==> config.mk <==
export PLATFORM = sky130hd
export DESIGN_NAME = button_debounce_click_classifier_top
export DESIGN_NICKNAME = d
export VERILOG_FILES = /design/src/rtl/bdc_pkg.sv /design/src/rtl/bdc_debounce.sv /design/src/rtl/bdc_classify.sv /design/src/rtl/button_debounce_click_classifier_top.sv
export VERILOG_INCLUDE_DIRS = /design/src /design/src/rtl
export SDC_FILE = /design/constraint.sdc
export NUM_CORES = 2
export LEC_CHECK = 0
export BUFFER_PORTS_ARGS = -buffer_cell sky130_fd_sc_hd__buf_2
export CORE_UTILIZATION = 40
export DETAILED_ROUTE_END_ITERATION = 8
export PLACE_DENSITY = 0.59
export SLEW_MARGIN = 25
export SYNTH_ARGS = -nofsm -noshare
export SYNTH_HDL_FRONTEND = slang
export SYNTH_HIERARCHICAL = 1
export SYNTH_SLANG_ARGS = --single-unit
==> constraint.sdc <==
create_clock -name clk -period 7.65 [get_ports clk]
set_input_delay 1.1475 -clock clk [delete_from_list [all_inputs] [get_ports clk]]
set_output_delay 1.1475 -clock clk [all_outputs]
set_load 0.03 [all_outputs]
==> src/rtl/button_debounce_click_classifier_top_assert.svh <==
// Assertion macros for the click classifier top level.
// Each macro expects clk and rst in the scope where it is used.
`ifndef BUTTON_DEBOUNCE_CLICK_CLASSIFIER_TOP_ASSERT_SVH
`define BUTTON_DEBOUNCE_CLICK_CLASSIFIER_TOP_ASSERT_SVH

// Same-cycle implication.
`define BDC_ASSERT_NOW(label, ante, cons, msg) \
  label: assert property (@(posedge clk) disable iff (rst) (ante) |-> (cons)) \
    else $error(msg);

// Next-cycle implication.
`define BDC_ASSERT_NEXT(label, ante, cons, msg) \
  label: assert property (@(posedge clk) disable iff (rst) (ante) |=> (cons)) \
    else $error(msg);

`endif

==> src/rtl/bdc_pkg.sv <==
package bdc_pkg;

  localparam int NUM_KEYS        = 6;
  localparam int TICK_WIDTH      = 32;
  localparam int CFG_WIDTH       = 16;
  localparam int CFG_INDEX_WIDTH = 3;
  localparam int EV_WIDTH        = 2;

  // Reset values of the configuration registers
  localparam logic [CFG_WIDTH-1:0] DEBOUNCE_RESET = CFG_WIDTH'(10);
  localparam logic [CFG_WIDTH-1:0] LONG_RESET     = CFG_WIDTH'(1000);
  localparam logic [CFG_WIDTH-1:0] WINDOW_RESET   = CFG_WIDTH'(300);
  localparam logic [CFG_WIDTH-1:0] REPEAT_RESET   = CFG_WIDTH'(100);

  typedef logic [TICK_WIDTH-1:0] tick_t;

  // Register indexes on the configuration port
  typedef enum logic [CFG_INDEX_WIDTH-1:0] {
    REG_DEBOUNCE = 3'd0,
    REG_ACTIVE   = 3'd1,
    REG_LONG     = 3'd2,
    REG_WINDOW   = 3'd3,
    REG_REPEAT   = 3'd4
  } reg_index_t;

  // Classifier phase per key
  typedef enum logic [2:0] {
    PH_RELEASED = 3'd0,
    PH_SHORT    = 3'd1,
    PH_WAIT     = 3'd2,
    PH_DOUBLE   = 3'd3,
    PH_LONG     = 3'd4
  } phase_t;

  // Event code per key
  typedef enum logic [EV_WIDTH-1:0] {
    EV_NONE   = 2'd0,
    EV_SINGLE = 2'd1,
    EV_DOUBLE = 2'd2,
    EV_LONG   = 2'd3
  } event_t;

  // Timing settings shared by all classifier lanes
  typedef struct packed {
    logic [CFG_WIDTH-1:0] long_press_ticks;
    logic [CFG_WIDTH-1:0] double_click_window_ticks;
    logic [CFG_WIDTH-1:0] repeat_interval_ticks;
  } class_cfg_t;

endpackage

==> src/rtl/bdc_debounce.sv <==
module bdc_debounce (
  input  logic                           clk,
  input  logic                           rst,
  input  logic                           en,
  input  bdc_pkg::tick_t                 now,
  input  logic                           raw,
  input  logic                           active,
  input  logic [bdc_pkg::CFG_WIDTH-1:0]  debounce_ticks,
  output logic                           filtered
);

  logic           last_match;
  bdc_pkg::tick_t window_start;

  bdc_pkg::tick_t held;
  bdc_pkg::tick_t db_wide;
  logic           match;
  logic           filtered_next;
  bdc_pkg::tick_t window_start_next;

  assign held    = now - window_start;
  assign db_wide = bdc_pkg::TICK_WIDTH'(debounce_ticks);
  assign match   = (raw == active);

  // Window filter with credited restart
  always_comb begin
    filtered_next     = filtered;
    window_start_next = window_start;
    if (match == last_match) begin
      if (held > db_wide) filtered_next = match;
    end else if (held >= db_wide) begin
      window_start_next = now;
    end else begin
      window_start_next = now - (db_wide - held);
    end
  end

  always_ff @(posedge clk) begin
    if (rst) begin
      last_match   <= 1'b0;
      filtered     <= 1'b0;
      window_start <= '0;
    end else if (en) begin
      last_match   <= match;
      filtered     <= filtered_next;
      window_start <= window_start_next;
    end
  end

endmodule

==> src/rtl/bdc_classify.sv <==
module bdc_classify (
  input  logic                 clk,
  input  logic                 rst,
  input  logic                 en,
  input  bdc_pkg::tick_t       now,
  input  logic                 down,
  input  bdc_pkg::class_cfg_t  cfg,
  output bdc_pkg::event_t      ev
);

  bdc_pkg::phase_t              phase;
  bdc_pkg::tick_t               stamp;
  logic [bdc_pkg::CFG_WIDTH-1:0] repeat_count;

  bdc_pkg::phase_t               phase_next;
  bdc_pkg::tick_t                stamp_next;
  logic [bdc_pkg::CFG_WIDTH-1:0] repeat_count_next;

  bdc_pkg::tick_t             since;
  logic                       long_hit;
  logic                       in_window;
  logic [bdc_pkg::CFG_WIDTH:0] rc_inc;
  logic                       repeat_hit;

  assign since      = now - stamp;
  assign long_hit   = since > bdc_pkg::TICK_WIDTH'(cfg.long_press_ticks);
  assign in_window  = since < bdc_pkg::TICK_WIDTH'(cfg.double_click_window_ticks);
  assign rc_inc     = {1'b0, repeat_count} + 1'b1;
  assign repeat_hit = rc_inc >= {1'b0, cfg.repeat_interval_ticks};

  // Next phase, stamp and repeat count
  always_comb begin
    phase_next        = phase;
    stamp_next        = stamp;
    repeat_count_next = repeat_count;
    case (phase)
      bdc_pkg::PH_RELEASED: begin
        if (down) begin
          stamp_next = now;
          phase_next = bdc_pkg::PH_SHORT;
        end
      end
      bdc_pkg::PH_SHORT: begin
        if (!down) begin
          phase_next = bdc_pkg::PH_WAIT;
        end else if (long_hit) begin
          stamp_next        = now;
          repeat_count_next = '0;
          phase_next        = bdc_pkg::PH_LONG;
        end
      end
      bdc_pkg::PH_WAIT: begin
        if (!in_window) phase_next = bdc_pkg::PH_RELEASED;
        else if (down)  phase_next = bdc_pkg::PH_DOUBLE;
      end
      bdc_pkg::PH_DOUBLE: begin
        if (!down) phase_next = bdc_pkg::PH_RELEASED;
      end
      bdc_pkg::PH_LONG: begin
        if (!down) begin
          phase_next = bdc_pkg::PH_RELEASED;
        end else if (repeat_hit) begin
          repeat_count_next = '0;
        end else begin
          repeat_count_next = rc_inc[bdc_pkg::CFG_WIDTH-1:0];
        end
      end
      default: phase_next = phase;
    endcase
  end

  // Event for this tick
  always_comb begin
    ev = bdc_pkg::EV_NONE;
    case (phase)
      bdc_pkg::PH_SHORT: if (down && long_hit) ev = bdc_pkg::EV_LONG;
      bdc_pkg::PH_WAIT: begin
        if (!in_window) ev = bdc_pkg::EV_SINGLE;
        else if (down)  ev = bdc_pkg::EV_DOUBLE;
      end
      bdc_pkg::PH_LONG: if (down && repeat_hit) ev = bdc_pkg::EV_LONG;
      default: ev = bdc_pkg::EV_NONE;
    endcase
  end

  always_ff @(posedge clk) begin
    if (rst) begin
      phase        <= bdc_pkg::PH_RELEASED;
      stamp        <= '0;
      repeat_count <= '0;
    end else if (en) begin
      phase        <= phase_next;
      stamp        <= stamp_next;
      repeat_count <= repeat_count_next;
    end
  end

endmodule

==> src/rtl/button_debounce_click_classifier_top.sv <==
// Key debounce and click classifier.
// Input channel (in_valid / in_stall): one transfer per timer tick, carrying
// the raw level of every key in raw_levels.
// Output channel (out_valid / out_stall): one transfer per tick with the
// debounced levels and a two-bit event per key (none, single, double, long).
// Configuration port (cfg_valid / cfg_ready): cfg_ready is always high; write
// only while no tick is in flight. Unknown indexes are dropped.
// Pipeline: stage one runs the per-key debounce lanes and the tick counter,
// stage two runs the per-key classifier lanes and merges their results into
// the output register. An input transfer is registered in stage one, and its
// stage-two transfer loads the output register and raises out_valid;
// throughput is one tick per cycle while the receiver does not stall.
// Reset (rst, synchronous): tick counter, filters and classifiers clear,
// configuration returns to its defaults, both pipeline stages empty.
// When the receiver stalls, the result holds in the output register, one more
// tick is taken into stage one, and then in_stall rises until space frees.
`include "button_debounce_click_classifier_top_assert.svh"

module button_debounce_click_classifier_top (
  input  logic                                        clk,
  input  logic                                        rst,
  input  logic                                        in_valid,
  output logic                                        in_stall,
  input  logic [bdc_pkg::NUM_KEYS-1:0]                raw_levels,
  output logic                                        out_valid,
  input  logic                                        out_stall,
  output logic [bdc_pkg::NUM_KEYS-1:0]                filtered_levels,
  output logic [bdc_pkg::EV_WIDTH*bdc_pkg::NUM_KEYS-1:0] key_events,
  input  logic                                        cfg_valid,
  output logic                                        cfg_ready,
  input  logic [bdc_pkg::CFG_INDEX_WIDTH-1:0]         cfg_index,
  input  logic [bdc_pkg::CFG_WIDTH-1:0]               cfg_data
);

  // Configuration registers
  logic [bdc_pkg::CFG_WIDTH-1:0] debounce_ticks;
  logic [bdc_pkg::NUM_KEYS-1:0]  active_levels;
  bdc_pkg::class_cfg_t           class_cfg;

  assign cfg_ready = 1'b1;

  always_ff @(posedge clk) begin
    if (rst) begin
      debounce_ticks                      <= bdc_pkg::DEBOUNCE_RESET;
      active_levels                       <= '0;
      class_cfg.long_press_ticks          <= bdc_pkg::LONG_RESET;
      class_cfg.double_click_window_ticks <= bdc_pkg::WINDOW_RESET;
      class_cfg.repeat_interval_ticks     <= bdc_pkg::REPEAT_RESET;
    end else if (cfg_valid && cfg_ready) begin
      case (cfg_index)
        bdc_pkg::REG_DEBOUNCE: debounce_ticks <= cfg_data;
        bdc_pkg::REG_ACTIVE:   active_levels  <= cfg_data[bdc_pkg::NUM_KEYS-1:0];
        bdc_pkg::REG_LONG:     class_cfg.long_press_ticks <= cfg_data;
        bdc_pkg::REG_WINDOW:   class_cfg.double_click_window_ticks <= cfg_data;
        bdc_pkg::REG_REPEAT:   class_cfg.repeat_interval_ticks <= cfg_data;
        default: ;
      endcase
    end
  end

  // Pipeline control
  logic           stage1_valid;
  logic           out_free;
  logic           s1_fire;
  logic           s2_fire;
  bdc_pkg::tick_t tick_count;
  bdc_pkg::tick_t stage1_tick;

  assign out_free = !out_valid || !out_stall;
  assign s2_fire  = stage1_valid && out_free;
  assign in_stall = stage1_valid && !s2_fire;
  assign s1_fire  = in_valid && !in_stall;

  always_ff @(posedge clk) begin
    if (rst) begin
      stage1_valid <= 1'b0;
      out_valid    <= 1'b0;
      tick_count   <= '0;
    end else begin
      if (s1_fire)       stage1_valid <= 1'b1;
      else if (s2_fire)  stage1_valid <= 1'b0;
      if (s2_fire)       out_valid <= 1'b1;
      else if (out_free) out_valid <= 1'b0;
      if (s1_fire)       tick_count <= tick_count + 1'b1;
    end
  end

  always_ff @(posedge clk) begin
    if (s1_fire) stage1_tick <= tick_count;
  end

  // Key lanes
  logic [bdc_pkg::NUM_KEYS-1:0] filtered;
  bdc_pkg::event_t              lane_ev [bdc_pkg::NUM_KEYS];

  for (genvar k = 0; k < bdc_pkg::NUM_KEYS; k++) begin : g_lane
    bdc_debounce u_debounce (
      .clk            (clk),
      .rst            (rst),
      .en             (s1_fire),
      .now            (tick_count),
      .raw            (raw_levels[k]),
      .active         (active_levels[k]),
      .debounce_ticks (debounce_ticks),
      .filtered       (filtered[k])
    );

    bdc_classify u_classify (
      .clk  (clk),
      .rst  (rst),
      .en   (s2_fire),
      .now  (stage1_tick),
      .down (filtered[k]),
      .cfg  (class_cfg),
      .ev   (lane_ev[k])
    );
  end

  // Merge lane results into the output register
  logic [bdc_pkg::EV_WIDTH*bdc_pkg::NUM_KEYS-1:0] events_merged;

  always_comb begin
    for (int k = 0; k < bdc_pkg::NUM_KEYS; k++) begin
      events_merged[k*bdc_pkg::EV_WIDTH +: bdc_pkg::EV_WIDTH] = lane_ev[k];
    end
  end

  always_ff @(posedge clk) begin
    if (s2_fire) begin
      filtered_levels <= filtered;
      key_events      <= events_merged;
    end
  end

  // Checks
  `BDC_ASSERT_NOW(a_stall_needs_item, !stage1_valid, !in_stall, "stall with empty stage one")
  `BDC_ASSERT_NEXT(a_result_lands, s2_fire, out_valid, "classified tick did not reach output")
  `BDC_ASSERT_NEXT(a_tick_advance, s1_fire, tick_count == $past(tick_count) + 1'b1, "tick stuck")
  `BDC_ASSERT_NEXT(a_stage1_holds, stage1_valid && !s2_fire, stage1_valid, "stage one item lost")

endmodule
# After elaboration in Yosys (flattened, before gate mapping)

Index checks and enable logic that the tools add are counted.

Register bits: 664
Bits in latches: 0
Bits in writable memories: 0
Bits in read-only memories: 0
Input bits: 30
Output and inout bits: 21
Logic and storage cells: 420
Memories kept: 0

Add/subtract/negate cells: 31
Multipliers: 0
Divide/modulo/power cells: 0
Order comparisons: 30
Equal/unequal tests: 82
Shifts and indexed selects: 0
Mux-type cells: 136
Bitwise logic cells: 6
Reduce and logical (&&, ||, !) cells: 88

Operators with widths:

| operator                                                        | count |
|---|---|
| 32-bit two-way mux                                              | 24 |
| 32-bit subtractor                                               | 18 |
| 32-bit by 16-bit > comparator with 1-bit output                 | 12 |
| 16-bit two-way mux                                              | 24 |
| 32-bit case mux with 2 select lines                             | 6 |
| 32-bit by 16-bit greater-or-equal comparator with 1-bit output  | 6 |
| 32-bit by 16-bit less-than comparator with 1-bit output         | 6 |
| 16-bit case mux with 2 select lines                             | 6 |
| 16-bit by 32-bit subtractor with 32-bit output                  | 6 |
| 3-bit two-way mux                                               | 36 |
| 16-bit by 1-bit adder with 17-bit output, second input constant | 6 |
| 17-bit by 16-bit greater-or-equal comparator with 1-bit output  | 6 |
| 3-bit case mux with 4 select lines                              | 6 |
| 5-bit AND reduction                                             | 12 |
| 2-bit two-way mux                                               | 24 |
| 2-bit != test, second input constant                            | 24 |
| 3-bit by 2-bit == test with 1-bit output, second input constant | 14 |
| 2-bit case mux with 3 select lines                              | 6 |
| 6-bit AND reduction                                             | 6 |
| 32-bit by 1-bit adder with 32-bit output, second input constant | 1 |
| 2-bit nonzero test                                              | 14 |
| 4-bit nonzero test                                              | 6 |
| 2-bit AND reduction                                             | 11 |
| 3-bit by 1-bit == test with 1-bit output, second input constant | 7 |
| 13 further kinds                                                | 86 |

# Logic depth before layout (Yosys ltp)

Depth in word-level cells: 8
Mapped depth: 27
Depth with buffers taken out: 27

# By module

Netlist, hierarchy kept.

By module, submodules not included:

| module                                  | times used | cells each | area each (um2) | seq. area each (um2) |
|---|---|---|---|---|
| bdc_debounce (g_lane[1].u_debounce ...) | 4          | 827        | 6129.6          | 680.7 |
| bdc_classify (g_lane[0].u_classify ...) | 4          | 763        | 5794.3          | 1021.0 |
| bdc_debounce (g_lane[0].u_debounce)     | 1          | 938        | 6849.1          | 680.7 |
| bdc_debounce (g_lane[5].u_debounce)     | 1          | 863        | 6318.6          | 680.7 |
| bdc_classify (g_lane[2].u_classify)     | 1          | 752        | 5746.8          | 1021.0 |
| bdc_classify (g_lane[3].u_classify)     | 1          | 757        | 5700.5          | 1021.0 |
| button_debounce_click_classifier_top    | 1          | 558        | 5691.7          | 3583.4 |

# Least setup slack after synthesis

Ideal clock, no wire load.

Kind: input-to-reg
Start: in out_stall
End: reg g_lane[0].u_classify.stamp[31]
Library setup time: 128 ps
Arrival time: 5964 ps
Required time: 7522 ps
Slack: 1559 ps
Cell stages on the path: 6
Path buffers: 1
Cells stage by stage: a21boi_0 nand2_1 a211oi_4 buf_6 mux2i_1 nor2_1

Cells in the longest elaborated chain, start to end: 4

RTL lines:

| what                                 | line                                       | RTL |
|---|---|---|
| from (decl)                          | button_debounce_click_classifier_top.sv:26 | `input logic out_stall,` |
| 1-bit zero test                      | button_debounce_click_classifier_top.sv:69 | `assign out_free = !out_valid \|\| !out_stall;` |
| 1-bit logical OR                     | button_debounce_click_classifier_top.sv:69 |  |
| 1-bit logical AND                    | button_debounce_click_classifier_top.sv:70 | `assign s2_fire = stage1_valid && out_free;` |
| 5-bit AND reduction (no source line) | -                                          |  |
| to (signal assigned)                 | bdc_classify.sv:93                         | `stamp <= stamp_next;` |
| to (decl)                            | bdc_classify.sv:12                         | `bdc_pkg::tick_t stamp;` |

No other way between the ends.
A chain may end at the register's enable or synchronous reset.

# Final worst setup path

Start: reg tick_count[0]
End: reg g_lane[1].u_debounce.window_start[28]

Cells in the longest elaborated chain, start to end: 4
Elaborated cells on any way between the ends: 5
Those cells by class: 3 x add/sub; 1 x order compare; 1 x mux

RTL lines:

| what                                           | line                                       | RTL |
|---|---|---|
| from (decl)                                    | button_debounce_click_classifier_top.sv:66 | `bdc_pkg::tick_t tick_count;` |
| from (signal assigned)                         | button_debounce_click_classifier_top.sv:84 | `if (s1_fire) tick_count <= tick_count + 1'b1;` |
| 32-bit subtractor                              | bdc_debounce.sv:21                         | `assign held = now - window_start;` |
| 16-bit by 32-bit subtractor with 32-bit output | bdc_debounce.sv:34                         | `window_start_next = now - (db_wide - held);` |
| 32-bit subtractor                              | bdc_debounce.sv:34                         |  |
| 32-bit two-way mux *                           | bdc_debounce.sv:31                         | `end else if (held >= db_wide) begin` |
| to (signal assigned)                           | bdc_debounce.sv:46                         | `window_start <= window_start_next;` |
| to (decl)                                      | bdc_debounce.sv:13                         | `bdc_pkg::tick_t window_start;` |

Every way passes the cells marked *; elsewhere a longest branch is shown, timed or not.

==> metrics.cfg <==
[run_status]
status=finished clean

[timing]
drv_slew=0
hold_viol=0
setup_ws_ps=1125
finalSetupTns_ps=0
fmax_ghz=0.1533
rsz0062_at_grt=no
fin_skew_ps=46.39
worst_pin_slew_ps=1080
maxSlewHeadroom_pct=27.87
finalSetupViolCount=0
post-route-min-period_ps=6525
whs_ps=453.3
period_share_pct=85.29

[synthesis]
ys_ff_latch=664
async_reset_ff_share_pct=0
postSynthAreaPerCell_um2=7.626
ys_seq_area_share_pct=17.68
yosysTopAreaCellShare_pct=16.76
ys_types=134
syn_area_mm2=0.07800
ys.flop_type=dfxtp_1
synthCells=10230
yosys.area.top_type=ha_1
synth-edff-count=50
ys_warn_count=6
syn_nets=11410
synthTopCellsByArea=ha_1 17%, dfxtp_1 16%, inv_1 7.1%

[detailed_routing]
drt-initial-drc-count=5416
wirelength_mm=271.4
num_vias=74140
detail_route.wl_per_cell_um=21.24
ant_nets=0
via_per_inst=5.802
drt_first_pass_iters=6
drcViolationCount=0

[grt]
grt_max_degree=141
grt_remaining_overflow=0
grt.total_usage_pct=26.76
antenna_found_initial=6
first_global_vias=70990
grt_first_pass_wirelength_mm=415.9

[die]
die_x_um=443.6
start_util_pct=40.38
dieArea_mm2=0.1968
ios=51
placementRows=161
die_h_um=443.6
coreArea_mm2=0.1932

[placement]
place.detailed.hpwl_mm=205.6
place_area_mm2=0.08069
dpl_worst_slack_ps=1205
io_buffers=49
gp_congestion=0.9424

[critical_path]
rrSetupSlack_ps=1130
crit_start=tick_count[0]$_SDFFE_PP0P_
required_ps=8280
endpoint=g_lane[1].u_debounce/window_start[28]$_SDFFE_PP0P_
cp-end-kind=flip-flop
startpoint_type=flip-flop
worstReg2RegEnd=g_lane[1].u_debounce/window_start[28]$_SDFFE_PP0P_
crit_type=reg2reg
r2r-start=tick_count[0]$_SDFFE_PP0P_
worstPathArrival_ps=7150
crit_fanout=16
reg2regPathDepth=26

[clocking]
clock_path_buffers=3
tritoncts=done
htree_levels=3
cts.sink_count=664
cts-resized-gates=0
cts_hold_buffers=0
post_cts_buffers=0
cts-root-buf=clkbuf_16
clkSlewWorstSetupHoldPaths_ps=60
clk_latency_ps=760
cts_buffers=89

[power_and_ir_drop]
p_per_area_mw_per_mm2=197.5
power.leakage_nw=35.60
ir_worst_vdd_mv=0.2003

[job]
max_cap_viol_count=0

[layout]
nFillCells=19590
utilization_pct=43.37
multiInputGateArea_mm2=0.05682
area_delta_synth_final_pct=7.404
drive_gt1_share_pct=6.526
final_area_mm2=0.08378
layout_commonest_cell=inv_1
regArea_mm2=0.01381
fin_nets=11360
final_cell_mix=1480 x inv_1, 1045 x ha_1, 880 x nand2_1

[worst_hold_path]
hold_path_class=reg2reg

==> synth_stat cells, types with 80 or more instances <==
cell / count
clkbuf_1: 213
ha_1: 1045
mux2i_1: 290
dfxtp_1: 614
or3_1: 92
nand4_1: 199
inv_1: 1481
nand2_1: 880
o21ai_0: 386
xnor2_1: 354
a21oi_1: 756
o211ai_1: 100
xor2_1: 175
nand3_1: 228
and3_1: 89
a211oi_1: 115
nor2b_1: 86
fa_1: 108
nand2b_1: 157
o21a_1: 114
nor2_1: 820
nor3_1: 169
a311oi_1: 80
a21o_1: 242
==> worst max-delay path: stages (launching register included) <==
cell and delay (ps):
dfxtp_1 580, inv_1 190, ha_1 160, inv_1 50, fa_1 420, a211oi_2 250, o21ai_1 170, a21oi_1 250
nor2b_1 80, o21ai_0 150, nand2b_1 110, a21o_1 180, a21o_1 180, xnor2_1 150, fa_1 490, inv_1 40
ha_1 340, a21oi_1 150, o21ai_0 200, or3b_2 490, o221ai_1 460, o221ai_1 330, a31o_2 300, a21oi_1 180
xnor2_1 160, nand2_1 70, a311oi_1 260
==> how the worst min path moves through the flow <==
stage / end / slack [ps] / cells after the start / startpoint
after detailed placement: g_lane[1].u_debounce/window_start[21]$_SDFFE_PP0P_ / 450 / 2 / g_lane[1].u_debounce/window_start[21]$_SDFFE_PP0P_
after global routing: g_lane[1].u_debounce/window_start[17]$_SDFFE_PP0P_ / 470 / 2 / g_lane[1].u_debounce/window_start[17]$_SDFFE_PP0P_
final: g_lane[4].u_debounce/window_start[17]$_SDFFE_PP0P_ / 450 / 2 / g_lane[4].u_debounce/window_start[17]$_SDFFE_PP0P_
after global placement: g_lane[1].u_debounce/window_start[21]$_SDFFE_PP0P_ / 440 / 2 / g_lane[1].u_debounce/window_start[21]$_SDFFE_PP0P_
after floorplan: g_lane[1].u_debounce/window_start[17]$_SDFFE_PP0P_ / 430 / 2 / g_lane[1].u_debounce/window_start[17]$_SDFFE_PP0P_
after CTS: g_lane[1].u_debounce/window_start[17]$_SDFFE_PP0P_ / 460 / 2 / g_lane[1].u_debounce/window_start[17]$_SDFFE_PP0P_
==> layer usage <==
metal	track usage (%)	routed length [um]
met1	33.65	117200
met3	3.270	14650
met4	13.94	15450
met5	0	54
met2	44.63	124100
==> metrics by stage <==
step	instances	power (mW)
2_1_floorplan	10230	10.10
3_3_place_gp	12620	11.87
3_5_place_dp	12620	11.96
4_1_cts	12780	16.56
5_1_grt	12780	17.73
6_report	12780	16.55
==> cells by family (layout without fill, tap and decap cells) <==
family | count (synthesis) | in the layout | synth area share [%]
simple gates | 3129 | 3129 | 20.09
compound gates | 2642 | 2642 | 23.25
buf+inv | 1807 | 1830 | 9.512
fa+ha+maj | 1153 | 1153 | 19.53
flops | 664 | 664 | 17.68
xor+xnor | 537 | 537 | 6.139
mux | 295 | 295 | 3.794
other cells | 1 | 3 | 0.004808
==> state kept, by name, summed over array words and instances (netlist names) <==
signal,flops
out_valid,1
key_events,12
g_lane.u_debounce/window_start,192
debounce_ticks,16
g_lane.u_debounce/filtered,6
active_levels,6
tick_count,32
g_lane.u_classify/repeat_count,96
g_lane.u_classify/phase,18
stage1_tick,32
g_lane.u_debounce/last_match,6
class_cfg,48
filtered_levels,6
g_lane.u_classify/stamp,192
stage1_valid,1
==> power breakdown <==
part           internal [mW]  total [mW]  leakage (nW)  switching [mW]
sequential              3.60        3.73          5.49           0.127
clock                   2.62        4.51          1.49            1.89
combinational           3.42        8.31          28.6            4.88
==> layout make-up <==
| cell class | count | share of cell area [%] |
|---|---|---|
| multi-input cells | 7757 | 67.82 |
| flip-flops and latches | 664 | 16.48 |
| inverters | 1482 | 6.646 |
| well taps | 2526 | 3.773 |
| clock buffers | 123 | 3.051 |
| repair buffers | 186 | 1.592 |
| clock inverters | 39 | 0.6258 |
| diodes | 2 | 0.005974 |
No activity file was read; power rests on OpenSTA's default activity.
